`config.mk`:
```
export PLATFORM = sky130hd
export DESIGN_NAME = frame_interval_pacer
export DESIGN_NICKNAME = d
export VERILOG_FILES = /design/src/sv/fip_pkg.sv /design/src/sv/fip_ring.sv /design/src/sv/fip_div.sv /design/src/sv/frame_interval_pacer.sv
export VERILOG_INCLUDE_DIRS = /design/src /design/src/sv
export SDC_FILE = /design/constraint.sdc
export NUM_CORES = 1
export LEC_CHECK = 0
export BUFFER_PORTS_ARGS = -buffer_cell sky130_fd_sc_hd__buf_2
export CELL_PAD_IN_SITES_DETAIL_PLACEMENT = 1
export CELL_PAD_IN_SITES_GLOBAL_PLACEMENT = 2
export CORE_AREA = 8 8 276 278
export CTS_CLUSTER_SIZE = 24
export DETAILED_ROUTE_END_ITERATION = 10
export DIE_AREA = 0 0 284 286
export GPL_ROUTABILITY_DRIVEN = 0
export GPL_TIMING_DRIVEN = 0
export PLACE_DENSITY = 0.86
export SKIP_CTS_REPAIR_TIMING = 1
export SYNTH_ARGS = -nofsm -noshare
export SYNTH_HDL_FRONTEND = slang
export SYNTH_SLANG_ARGS = --single-unit
```
`constraint.sdc`:
```
create_clock -name clk -period 4.8 [get_ports clk]
set_input_delay 0.96 -clock clk [delete_from_list [all_inputs] [get_ports clk]]
set_output_delay 0.96 -clock clk [all_outputs]
set_load 0.005 [all_outputs]
```
`src/sv/frame_interval_pacer_macros.svh`:
```
// assertion macros for the frame interval pacer
// expects clk and rst_n in the scope of the module that uses them
`ifndef FRAME_INTERVAL_PACER_MACROS_SVH
`define FRAME_INTERVAL_PACER_MACROS_SVH

// same-cycle implication, checked out of reset
`define FIP_ASSERT_IMP(label, ante, cons, msg) \
    label: assert property (@(posedge clk) disable iff (!rst_n) (ante) |-> (cons)) \
        else $error(msg);

// next-cycle implication, checked out of reset
`define FIP_ASSERT_NXT(label, ante, cons, msg) \
    label: assert property (@(posedge clk) disable iff (!rst_n) (ante) |=> (cons)) \
        else $error(msg);

`endif

```
`src/sv/fip_pkg.sv`:
```
// shared types and constants for the frame interval pacer
// no dependencies
`timescale 1ns / 1ps

package fip_pkg;

    localparam int TIME_W            = 48;
    localparam int MEAN_W            = 18;
    localparam int DELAY_W           = 21;
    localparam int FRAC_W            = 16;
    localparam int MULT_W            = 4;
    localparam int IDX_W             = 3;
    localparam int POS_W             = IDX_W + 1;
    localparam int FRAC_DIVIDEND_W   = POS_W + FRAC_W;
    localparam int HISTORY_DEPTH_DEF = 16;

    localparam logic [MEAN_W-1:0] MIN_INTERVAL_US = MEAN_W'(4000);
    localparam logic [MEAN_W-1:0] MAX_INTERVAL_US = MEAN_W'(200000);
    localparam logic [MULT_W-1:0] MULT_RESET      = MULT_W'(2);
    localparam logic [FRAC_W-1:0] FRAC_SAT        = '1;

    localparam logic REQ_PRESENT = 1'b0;
    localparam logic REQ_QUERY   = 1'b1;

    typedef enum logic [10:0] {
        S_IDLE       = 11'b000_0000_0001,
        S_CLAMP      = 11'b000_0000_0010,
        S_UPDATE     = 11'b000_0000_0100,
        S_MEAN_START = 11'b000_0000_1000,
        S_MEAN_WAIT  = 11'b000_0001_0000,
        S_DLY_START  = 11'b000_0010_0000,
        S_DLY_WAIT   = 11'b000_0100_0000,
        S_FRAC_START = 11'b000_1000_0000,
        S_FRAC_WAIT  = 11'b001_0000_0000,
        S_MUL        = 11'b010_0000_0000,
        S_OUT        = 11'b100_0000_0000
    } state_t;

endpackage

```
`src/sv/fip_ring.sv`:
```
// interval history memory, one write port and one registered read port
// depends on fip_pkg
`timescale 1ns / 1ps

module fip_ring
    import fip_pkg::*;
#(
    parameter int DEPTH  = HISTORY_DEPTH_DEF,
    parameter int ADDR_W = 4
) (
    input  logic              clk,
    input  logic              wr_en,
    input  logic [ADDR_W-1:0] wr_addr,
    input  logic [MEAN_W-1:0] wr_data,
    input  logic [ADDR_W-1:0] rd_addr,
    output logic [MEAN_W-1:0] rd_data
);

    logic [MEAN_W-1:0] mem [DEPTH];
    logic [MEAN_W-1:0] rd_data_reg;

    always_ff @(posedge clk)
    begin
        if (wr_en)
        begin
            mem[wr_addr] <= wr_data;
        end
    end

    always_ff @(posedge clk)
    begin
        rd_data_reg <= mem[rd_addr];
    end

    assign rd_data = rd_data_reg;

endmodule

```
`src/sv/fip_div.sv`:
```
// shared restoring divider, one quotient bit per cycle
// depends on fip_pkg
`timescale 1ns / 1ps

module fip_div
    import fip_pkg::*;
#(
    parameter int DIV_W = 22,
    parameter int VSR_W = 5
) (
    input  logic             clk,
    input  logic             rst_n,
    input  logic             start,
    input  logic [DIV_W-1:0] dividend,
    input  logic [VSR_W-1:0] divisor,
    output logic             busy,
    output logic             done,
    output logic [DIV_W-1:0] quotient
);

    localparam int CNT_W = $clog2(DIV_W + 1);

    logic [DIV_W-1:0] quo_reg, quo_next;
    logic [VSR_W-1:0] rem_reg, rem_next;
    logic [VSR_W-1:0] dvs_reg, dvs_next;
    logic [CNT_W-1:0] cnt_reg, cnt_next;
    logic             busy_reg, busy_next;
    logic             done_reg, done_next;
    logic [VSR_W:0]   rem_shift;
    logic [VSR_W:0]   diff;

    always_comb
    begin
        rem_shift = {rem_reg, quo_reg[DIV_W-1]};
        diff      = rem_shift - {1'b0, dvs_reg};
        quo_next  = quo_reg;
        rem_next  = rem_reg;
        dvs_next  = dvs_reg;
        cnt_next  = cnt_reg;
        busy_next = busy_reg;
        done_next = 1'b0;
        if (start && !busy_reg)
        begin
            quo_next  = dividend;
            rem_next  = '0;
            dvs_next  = divisor;
            cnt_next  = CNT_W'(DIV_W);
            busy_next = 1'b1;
        end
        else if (busy_reg)
        begin
            // trial subtract, keep the remainder when it goes negative
            if (!diff[VSR_W])
            begin
                rem_next = diff[VSR_W-1:0];
                quo_next = {quo_reg[DIV_W-2:0], 1'b1};
            end
            else
            begin
                rem_next = rem_shift[VSR_W-1:0];
                quo_next = {quo_reg[DIV_W-2:0], 1'b0};
            end
            cnt_next = cnt_reg - CNT_W'(1);
            if (cnt_reg == CNT_W'(1))
            begin
                busy_next = 1'b0;
                done_next = 1'b1;
            end
        end
    end

    always_ff @(posedge clk or negedge rst_n)
    begin
        if (!rst_n)
        begin
            busy_reg <= 1'b0;
            done_reg <= 1'b0;
            cnt_reg  <= '0;
        end
        else
        begin
            busy_reg <= busy_next;
            done_reg <= done_next;
            cnt_reg  <= cnt_next;
        end
    end

    always_ff @(posedge clk)
    begin
        quo_reg <= quo_next;
        rem_reg <= rem_next;
        dvs_reg <= dvs_next;
    end

    assign busy     = busy_reg;
    assign done     = done_reg;
    assign quotient = quo_reg;

endmodule

```
`src/sv/frame_interval_pacer.sv`:
```
// a real present runs the divider for the mean, the per-frame slot and the fraction (DIV_W = 22 at 16 entries),
//   a query or the first present skips the mean; a multiplier of 1 skips the slot division, 0 also the fraction
// the input stalls outside idle, so a new transaction is taken only once the last one reaches the result register;
//   the shared one-bit-per-cycle divider is used in turn for the mean, the per-frame slot and the fraction
// reset: asynchronous active low, clears timing history, mean and control; multiplier is 2
// depends on fip_pkg, fip_ring, fip_div and frame_interval_pacer_macros.svh
`timescale 1ns / 1ps
`include "frame_interval_pacer_macros.svh"

module frame_interval_pacer
    import fip_pkg::*;
#(
    parameter int HISTORY_DEPTH = HISTORY_DEPTH_DEF
) (
    input  logic               clk,
    input  logic               rst_n,
    // input transaction
    input  logic               in_valid,
    output logic               in_stall,
    input  logic               req_type,
    input  logic [TIME_W-1:0]  timestamp_us,
    input  logic [IDX_W-1:0]   synth_index,
    // result transaction
    output logic               out_valid,
    input  logic               out_stall,
    output logic [MEAN_W-1:0]  mean_interval_us,
    output logic [DELAY_W-1:0] synth_delay_us,
    output logic [FRAC_W-1:0]  interp_fraction,
    // multiplier register write
    input  logic               cfg_valid,
    output logic               cfg_ready,
    input  logic [MULT_W-1:0]  frame_multiplier
);

    // ring pointer, sample count and window sum widths follow the history depth
    localparam int PTR_W = (HISTORY_DEPTH > 1) ? $clog2(HISTORY_DEPTH) : 1;
    localparam int CNT_W = $clog2(HISTORY_DEPTH + 1);
    localparam int SUM_W = $clog2(HISTORY_DEPTH * 200000 + 1);
    // divider must hold the window sum and the shifted frame position
    localparam int DIV_W = (SUM_W > FRAC_DIVIDEND_W) ? SUM_W : FRAC_DIVIDEND_W;
    localparam int VSR_W = (CNT_W > MULT_W) ? CNT_W : MULT_W;
    localparam int PROD_W = MEAN_W + POS_W;

    state_t state_reg, state_next;

    // timing history
    logic [TIME_W-1:0] prev_reg, prev_next;
    logic              have_prev_reg, have_prev_next;
    logic [PTR_W-1:0]  ptr_reg, ptr_next;
    logic [CNT_W-1:0]  count_reg, count_next;
    logic [SUM_W-1:0]  sum_reg, sum_next;
    logic [MEAN_W-1:0] mean_reg, mean_next;
    logic [MULT_W-1:0] mult_reg, mult_next;

    // per-transaction working values
    logic [TIME_W-1:0] delta_reg, delta_next;
    logic [MEAN_W-1:0] sample_reg, sample_next;
    logic [POS_W-1:0]  pos_reg, pos_next;
    logic [MEAN_W-1:0] slot_reg, slot_next;
    logic [FRAC_W-1:0] frac_reg, frac_next;
    logic [DELAY_W-1:0] delay_reg, delay_next;

    // result register
    logic               out_valid_reg, out_valid_next;
    logic [MEAN_W-1:0]  out_mean_reg, out_mean_next;
    logic [DELAY_W-1:0] out_delay_reg, out_delay_next;
    logic [FRAC_W-1:0]  out_frac_reg, out_frac_next;

    // ring and divider hookup
    logic              ring_wr;
    logic [MEAN_W-1:0] ring_old;
    logic              div_start;
    logic [DIV_W-1:0]  div_dividend;
    logic [VSR_W-1:0]  div_divisor;
    logic              div_busy;
    logic              div_done;
    logic [DIV_W-1:0]  div_quo;

    logic              in_fire;
    logic              full;
    logic [PROD_W-1:0] prod;
    logic              window_clear;

    assign in_fire      = in_valid && (state_reg == S_IDLE);
    assign in_stall     = (state_reg != S_IDLE);
    assign cfg_ready    = (state_reg == S_IDLE);
    assign full         = (count_reg == CNT_W'(HISTORY_DEPTH));
    assign prod         = slot_reg * pos_reg;
    assign window_clear = (sum_reg == '0) && (mean_reg == '0);

    fip_ring #(
        .DEPTH  (HISTORY_DEPTH),
        .ADDR_W (PTR_W)
    ) u_ring (
        .clk     (clk),
        .wr_en   (ring_wr),
        .wr_addr (ptr_reg),
        .wr_data (sample_reg),
        .rd_addr (ptr_reg),
        .rd_data (ring_old)
    );

    fip_div #(
        .DIV_W (DIV_W),
        .VSR_W (VSR_W)
    ) u_div (
        .clk      (clk),
        .rst_n    (rst_n),
        .start    (div_start),
        .dividend (div_dividend),
        .divisor  (div_divisor),
        .busy     (div_busy),
        .done     (div_done),
        .quotient (div_quo)
    );

    // divider operand select: mean, slot length, then fraction
    always_comb
    begin
        div_start    = 1'b0;
        div_dividend = DIV_W'(sum_reg);
        div_divisor  = VSR_W'(count_reg);
        case (state_reg)
            S_MEAN_START:
            begin
                div_start = 1'b1;
            end
            S_DLY_START:
            begin
                div_start    = (mult_reg > MULT_W'(1));
                div_dividend = DIV_W'(mean_reg);
                div_divisor  = VSR_W'(mult_reg);
            end
            S_FRAC_START:
            begin
                div_start    = (mult_reg != '0);
                div_dividend = DIV_W'({pos_reg, {FRAC_W{1'b0}}});
                div_divisor  = VSR_W'(mult_reg);
            end
            default:
            begin
                div_start = 1'b0;
            end
        endcase
    end

    // sequencer
    always_comb
    begin
        state_next     = state_reg;
        prev_next      = prev_reg;
        have_prev_next = have_prev_reg;
        ptr_next       = ptr_reg;
        count_next     = count_reg;
        sum_next       = sum_reg;
        mean_next      = mean_reg;
        mult_next      = mult_reg;
        delta_next     = delta_reg;
        sample_next    = sample_reg;
        pos_next       = pos_reg;
        slot_next      = slot_reg;
        frac_next      = frac_reg;
        delay_next     = delay_reg;
        out_valid_next = out_valid_reg;
        out_mean_next  = out_mean_reg;
        out_delay_next = out_delay_reg;
        out_frac_next  = out_frac_reg;
        ring_wr        = 1'b0;

        // register write, only while idle
        if (cfg_valid && cfg_ready)
        begin
            mult_next = frame_multiplier;
        end

        // result taken downstream
        if (out_valid_reg && !out_stall)
        begin
            out_valid_next = 1'b0;
        end

        case (state_reg)
            S_IDLE:
            begin
                if (in_fire)
                begin
                    pos_next   = POS_W'(synth_index) + POS_W'(1);
                    // wraps mod 2^48 by width
                    delta_next = timestamp_us - prev_reg;
                    state_next = S_DLY_START;
                    if (req_type == REQ_PRESENT)
                    begin
                        prev_next      = timestamp_us;
                        have_prev_next = 1'b1;
                        // first present records the time and skips the window update
                        if (have_prev_reg)
                        begin
                            state_next = S_CLAMP;
                        end
                    end
                end
            end
            S_CLAMP:
            begin
                if (delta_reg < TIME_W'(MIN_INTERVAL_US))
                begin
                    sample_next = MIN_INTERVAL_US;
                end
                else if (delta_reg > TIME_W'(MAX_INTERVAL_US))
                begin
                    sample_next = MAX_INTERVAL_US;
                end
                else
                begin
                    sample_next = delta_reg[MEAN_W-1:0];
                end
                state_next = S_UPDATE;
            end
            S_UPDATE:
            begin
                // ring_old holds the entry at the pointer, oldest once the ring is full
                ring_wr = 1'b1;
                if (full)
                begin
                    sum_next = sum_reg - SUM_W'(ring_old) + SUM_W'(sample_reg);
                end
                else
                begin
                    sum_next   = sum_reg + SUM_W'(sample_reg);
                    count_next = count_reg + CNT_W'(1);
                end
                if (ptr_reg == PTR_W'(HISTORY_DEPTH - 1))
                begin
                    ptr_next = '0;
                end
                else
                begin
                    ptr_next = ptr_reg + PTR_W'(1);
                end
                state_next = S_MEAN_START;
            end
            S_MEAN_START:
            begin
                state_next = S_MEAN_WAIT;
            end
            S_MEAN_WAIT:
            begin
                if (div_done)
                begin
                    mean_next  = div_quo[MEAN_W-1:0];
                    state_next = S_DLY_START;
                end
            end
            S_DLY_START:
            begin
                if (mult_reg > MULT_W'(1))
                begin
                    state_next = S_DLY_WAIT;
                end
                else
                begin
                    slot_next  = '0;
                    state_next = S_FRAC_START;
                end
            end
            S_DLY_WAIT:
            begin
                if (div_done)
                begin
                    slot_next  = div_quo[MEAN_W-1:0];
                    state_next = S_FRAC_START;
                end
            end
            S_FRAC_START:
            begin
                if (mult_reg != '0)
                begin
                    state_next = S_FRAC_WAIT;
                end
                else
                begin
                    frac_next  = FRAC_SAT;
                    state_next = S_MUL;
                end
            end
            S_FRAC_WAIT:
            begin
                if (div_done)
                begin
                    // saturate once the position reaches a whole interval
                    if (div_quo[DIV_W-1:FRAC_W] != '0)
                    begin
                        frac_next = FRAC_SAT;
                    end
                    else
                    begin
                        frac_next = div_quo[FRAC_W-1:0];
                    end
                    state_next = S_MUL;
                end
            end
            S_MUL:
            begin
                delay_next = prod[DELAY_W-1:0];
                state_next = S_OUT;
            end
            S_OUT:
            begin
                // wait for the result register to free up
                if (!out_valid_reg || !out_stall)
                begin
                    out_valid_next = 1'b1;
                    out_mean_next  = mean_reg;
                    out_delay_next = delay_reg;
                    out_frac_next  = frac_reg;
                    state_next     = S_IDLE;
                end
            end
            default:
            begin
                state_next = S_IDLE;
            end
        endcase
    end

    always_ff @(posedge clk or negedge rst_n)
    begin
        if (!rst_n)
        begin
            state_reg     <= S_IDLE;
            prev_reg      <= '0;
            have_prev_reg <= 1'b0;
            ptr_reg       <= '0;
            count_reg     <= '0;
            sum_reg       <= '0;
            mean_reg      <= '0;
            mult_reg      <= MULT_RESET;
            out_valid_reg <= 1'b0;
        end
        else
        begin
            state_reg     <= state_next;
            prev_reg      <= prev_next;
            have_prev_reg <= have_prev_next;
            ptr_reg       <= ptr_next;
            count_reg     <= count_next;
            sum_reg       <= sum_next;
            mean_reg      <= mean_next;
            mult_reg      <= mult_next;
            out_valid_reg <= out_valid_next;
        end
    end

    always_ff @(posedge clk)
    begin
        delta_reg     <= delta_next;
        sample_reg    <= sample_next;
        pos_reg       <= pos_next;
        slot_reg      <= slot_next;
        frac_reg      <= frac_next;
        delay_reg     <= delay_next;
        out_mean_reg  <= out_mean_next;
        out_delay_reg <= out_delay_next;
        out_frac_reg  <= out_frac_next;
    end

    assign out_valid        = out_valid_reg;
    assign mean_interval_us = out_mean_reg;
    assign synth_delay_us   = out_delay_reg;
    assign interp_fraction  = out_frac_reg;

    // sample count never passes the ring depth
    `FIP_ASSERT_IMP(a_count_bound, 1'b1, count_reg <= CNT_W'(HISTORY_DEPTH), "count past depth")
    // an empty window has no sum and no mean
    `FIP_ASSERT_IMP(a_empty_window, count_reg == '0, window_clear, "empty window not clear")
    // mean of clamped samples stays in range
    `FIP_ASSERT_IMP(a_mean_bound, 1'b1, mean_reg <= MAX_INTERVAL_US, "mean above max interval")
    // a new transaction blocks the input in the next cycle
    `FIP_ASSERT_NXT(a_busy_after_accept, in_valid && !in_stall, in_stall, "input open during work")
    // the divider is only started when free
    `FIP_ASSERT_IMP(a_div_start_free, div_start, !div_busy, "divider restarted while busy")

endmodule
```
# Word level (Yosys, flattened, before mapping)
# Memory sizes are Yosys's and may differ from the RTL's. A register that Yosys moved wholly into a read port is not among the register bits.
# Cells that the tools add are included.
# totals
regBits	333
ramBits	288
output_inout_bits	58
word_cells	128
n_memories	1
# memory_table
name	depth	word_bits	read_ports	rd_clocked_by_memory_dff	write_ports	line	rtl
u_ring.mem	16	18	1	1	1	fip_ring.sv:19	logic [MEAN_W-1:0] mem [DEPTH];
# classes
n_addsub	9
multipliers	1
magnitude_cmp	3
n_eq_ne	22
mux	41
bitwise_logic	2
n_reduce_logical	23
# op_table
operator	n
case mux 11 bit (11 select lines)	1
two-way mux 22 bit	3
two-way mux 11 bit	5
two-way mux 18 bit	3
> comparator 48 x 18 -> 1 bit (second input constant)	1
less-than comparator 48 x 12 -> 1 bit (second input constant)	1
two-way mux 16 bit	3
subtractor 48 bit	1
adder 22 x 18 -> 22 bit	2
case mux 22 bit (2 select lines)	1
case mux 18 bit (2 select lines)	1
case mux 16 bit (2 select lines)	1
subtractor 22 x 18 -> 22 bit	1
multiplier 18 x 4 -> 21 bit	1
two-way mux 5 bit	3
two-way mux 1 bit	13
two-way mux 6 bit	2
== test 11 x 1 -> 1 bit (second input constant)	1
== test 11 x 10 -> 1 bit (second input constant)	1
== test 11 bit (second input constant)	1
== test 11 x 2 -> 1 bit (second input constant)	1
== test 11 x 3 -> 1 bit (second input constant)	1
== test 11 x 4 -> 1 bit (second input constant)	1
== test 11 x 5 -> 1 bit (second input constant)	1
other kinds (31)	51

# Depth between registers and ports, before layout
# depth
word_depth	5
mapped_depth	16
mapped_depth_nobuf	15

# Cells and area by module
# From an unflattened synthesis, not the netlist that was laid out.
# unflattened
hier_cells	2384
area_unflattened_um2	31356.3
# by_module_without_submodules
mod	instances	cells_each	area_per_inst_um2	seq_area_each_um2
frame_interval_pacer	1	1758	18143.7	8260.4
fip_ring	1	482	11323.4	9008.6
fip_div	1	144	1889.3	1086.0

# Least setup slack after synthesis
# Ideal clock, no wire load.
# synth_timing
path_kind	reg-to-reg
start	register state_reg[1]
end	register out_frac_reg[0] (netlist: interp_fraction[0]), enable pin
setup_ns	0.486
arrival_ns	3.717
required_time_ns	4.314
slack_ns	0.597
path_stages_with_launch	5
period_less_slack_ns	4.203
cell_sequence	dfrtp_1 > nor3_1 > and3_1 > nand4b_1 > a21oi_1
# synth_via
elab_chain_len	2
# synth_rtl
item	line	rtl
start, declared	frame_interval_pacer.sv:44	state_t state_reg, state_next;
start signal, assigned	frame_interval_pacer.sv:342	state_reg <= state_next;
== test 11 bit	frame_interval_pacer.sv:182	case (state_reg)
AND reduction 2 bit (no source line)	-	
end signal, assigned	frame_interval_pacer.sv:364	out_frac_reg <= out_frac_next;
end, declared	frame_interval_pacer.sv:67	logic [FRAC_W-1:0] out_frac_reg, out_frac_next;
# Every way passes these cells.
# A chain may end at the register's enable or synchronous reset.

# Worst setup path in the final report
# layout_timing
start	register pos_reg[1]
end	register delay_reg[19] (data pin)
# layout_via
elab_chain_len	1
# layout_rtl
item	line	rtl
start, declared	frame_interval_pacer.sv:58	logic [POS_W-1:0] pos_reg, pos_next;
start signal, assigned	frame_interval_pacer.sv:358	pos_reg <= pos_next;
multiplier 18 x 4 -> 21 bit	frame_interval_pacer.sv:88	assign prod = slot_reg * pos_reg;
named net prod[19]	frame_interval_pacer.sv:81	logic [PROD_W-1:0] prod;
end signal, assigned	frame_interval_pacer.sv:361	delay_reg <= delay_next;
end, declared	frame_interval_pacer.sv:61	logic [DELAY_W-1:0] delay_reg, delay_next;
# The timed path passes the listed nets, and every way through them passes these cells.

==> summary.txt <==
Cells and area
  – Fillers: 7425
  – Reg area: 18360 µm²
  – Most frequent cells in the layout: edfxtp_1, inv_1, nand2_1
  – Commonest non-fill, non-tap cell in the layout: edfxtp_1
  – NumNets Final: around 2800
  – Share of layout cells above drive strength 1: ~16%
  – Largest register FFs: 288
  – Final Util: 49.81%
  – Area Growth Syn to Fin: 15.12%
  – Fin area: 35910 µm²
  – Ant diodes: 0
  – Area of the multi-input gates: 11730 µm²

Placement
  – Placed cell areas: approximately 33000 µm²
  – DP HPWL: 60.55 mm
  – Buffers on Ports: 118

Pwr
  – Static Leak: 14.11 nW
  – Pwr Total: 0.02253 W
  – Cell Pwr Density: around 630 nW/µm²
  – Worst vdd ir: 0.4011 mV

Setup path
  – Crit-path cells: clkbuf_2 > nand2_1 > fa_1 > fa_1 > inv_1 > ha_1 > a21o_1 > a21o_1 > a21oi_1 > o21ai_0 > a41oi_2 > a21boi_1 > a21o_1 > a31o_2 > xor2_1
  – Critical Path Most Common Cell: a21o_1
  – Setup crit end kind: register
  – Slowest CP cell: fa_1
  – FF-to-FF End: delay_reg[19]
  – Crit Path Class: register to register
  – Critical path required time: 5.17 ns
  – Worst R2R Path Depth: 15
  – Critical path's largest stage delay: 0.61 ns
  – Crit Path Max Fanout: 10
  – Flop2flop setup slack: between 0.2 and 0.3 ns
  – FF-to-FF Start: pos_reg[1]
  – Crit path arrival time: 4.91 ns
  – Critical Path Source Type: register

Timing
  – Fin crit period: 4.540 ns
  – Hold WS: about 0.27 ns
  – Fmax: 0.2202 GHz
  – Worst slew pin tran: 1.205 ns
  – Worst rel slew slack: 18.95%
  – Slew Limit Fails: 0
  – Count of final hold-check violations: 0
  – Clock skew: roughly 0.026 ns
  – RSZ-0062 raised after global routing: false
  – Final setup violation count: 0
  – Part of the cycle the worst path needs: 94.59%

Floorplanning
  – Total die area: approximately 81000 µm²
  – Height of the die: approximately 290 µm
  – IO Pins: 119
  – Initial core utilization: 43.26%
  – DIE WIDTH: 284 µm
  – Row count: 99
  – Core area: 72090 µm²

Clock tree
  – Root Buffer: clkbuf_16
  – CTS tree: yes
  – H-tree depth: 3
  – Clock latency on the worst-skew pair: between 0.6 and 0.7 ns
  – Clk slew on worst S/H paths: 0.06 ns
  – Clk sinks: 639
  – TritonCTS Buffers: 70
  – Clk buf depth: 3

Synthesis
  – Ys async rst share: 18.94%
  – Syn Area/Cell: between 10 and 15 µm²
  – Post-synth EDFFs: slightly below 500
  – FF+latch count, synth: 639
  – Yosys warns: 0
  – Yosys top cell area share: between 40% and 50%
  – Mapped Nets: 2624
  – Yosys top cell by area: edfxtp_1
  – Register area share after synthesis: 58.85%
  – Post-Synthesis Cells: 2383
  – Synth Cell Area: a little over 30000 µm²
  – Top_reg_cell synth: edfxtp_1
  – Largest cells by area after synthesis: edfxtp_1, dfrtp_1, mux4_2, ha_1, fa_1
  – Yosys cell types: 80

Worst hold path
  – Worst Hold Class: primary input to asynchronous set/reset pin

Route
  – DRT iter0 DRCs: approximately 1300
  – Final WL: 82.21 mm
  – Vias post-DR: between 20000 and 25000
  – DRT Pass-1 Iters: 5
  – Drt wl/cell: ~23 µm
  – Residual DRC: 0
  – Vias per cell: 5.529
  – Antenna Nets Post-Route: 0

Status
  – Status: complete, no violations

Global routing
  – Antenna violations before repair: 3
  – First-pass GRT wire length: 128.5 mm
  – Global route overflow: 0
  – Largest net degree at the start of global routing: 83
  – Vias in the first global route: 21960
  – Overall Global Routing Usage: between 20% and 30%

Flow run
  – Max-Cap Viols: 0
-- logic make-up after synthesis --
group	synth area share (%)
AO/OA/AOI/OAI	8.805
buffers and inverters	3.867
AND/OR/NAND/NOR	9.343
adder cells (fa/ha/maj)	8.496
flip-flops	58.85
multiplexers	7.746
XOR/XNOR	2.892
-- power by group --
group,switching [W],total [W],internal [W]
sequential,0.000651,0.00789,0.00724
combinational,0.00518,0.00894,0.00376
clock,0.00229,0.00569,0.00340
-- worst max path at each step --
| stage | startpoint | cells after the start | end | slack (ns) |
|---|---|---|---|---|
| 3_3_place_gp | ptr_reg[0] | 6 | u_ring.mem[0][6] | -0.74 |
| 2_1_floorplan | state_reg[1] | 4 | interp_fraction[0] | 0.60 |
| 4_1_cts | pos_reg[3] | 15 | delay_reg[19] | -0.22 |
| 6_report | pos_reg[1] | 15 | delay_reg[19] | 0.26 |
| 5_1_grt | pos_reg[2] | 15 | delay_reg[19] | 0.03 |
| 3_5_place_dp | pos_reg[3] | 15 | delay_reg[19] | -0.12 |
-- metal layers --
layer,track usage [%],up-vias,part of all wire [%]
met5,0,-,0.016
li1,-,9146,-
met2,36.90,488,52
met1,24.49,10260,41
met3,3.031,129,4.5
met4,6.340,2,2.6
-- cells in the mapped netlist (34+ instances only) --
cell type / count
edfxtp_1: 495
inv_1: 237
nand2_1: 186
ha_1: 127
o21ai_0: 121
dfrtp_1: 119
a21oi_1: 109
mux4_2: 90
nor2_1: 82
and2_1: 77
xnor2_1: 69
clkbuf_1: 68
fa_1: 53
a21o_1: 45
nand3_1: 43
nand2b_1: 35
xor2_1: 34
-- layout make-up --
| cell class | count | share of cell area [%] |
|---|---|---|
| Timing Repair Buffer | 150 | 2.746 |
| Clock buffer | 88 | 5.234 |
| Multi-Input combinational cell | 1424 | 32.66 |
| Clock inverter | 41 | 1.526 |
| Tap cell | 959 | 3.342 |
| Inverter | 237 | 2.478 |
| Buffer | 83 | 0.8920 |
| Sequential cell | 639 | 51.12 |
-- worst max-delay path: cells and delay by family (launching register included) --
family	cells	cell delay, ns
buffers and inverters	2	0.35
adder cells (fa/ha/maj)	3	1.39
XOR/XNOR	1	0.13
AO/OA/AOI/OAI	8	1.79
flip-flops	1	0.56
AND/OR/NAND/NOR	1	0.09
-- metrics by stage --
step,worst slack [ns],TNS [ns],std cells
after floorplan,0.5969,0,2383
after global placement,-0.7358,-71.56,3460
after detailed placement,-0.1240,-0.2221,3485
after CTS,-0.2207,-0.5469,3614
after global routing,0.02987,0,3621
final,0.2596,0,3621
Note: power is estimated with default switching activity, not from simulation.
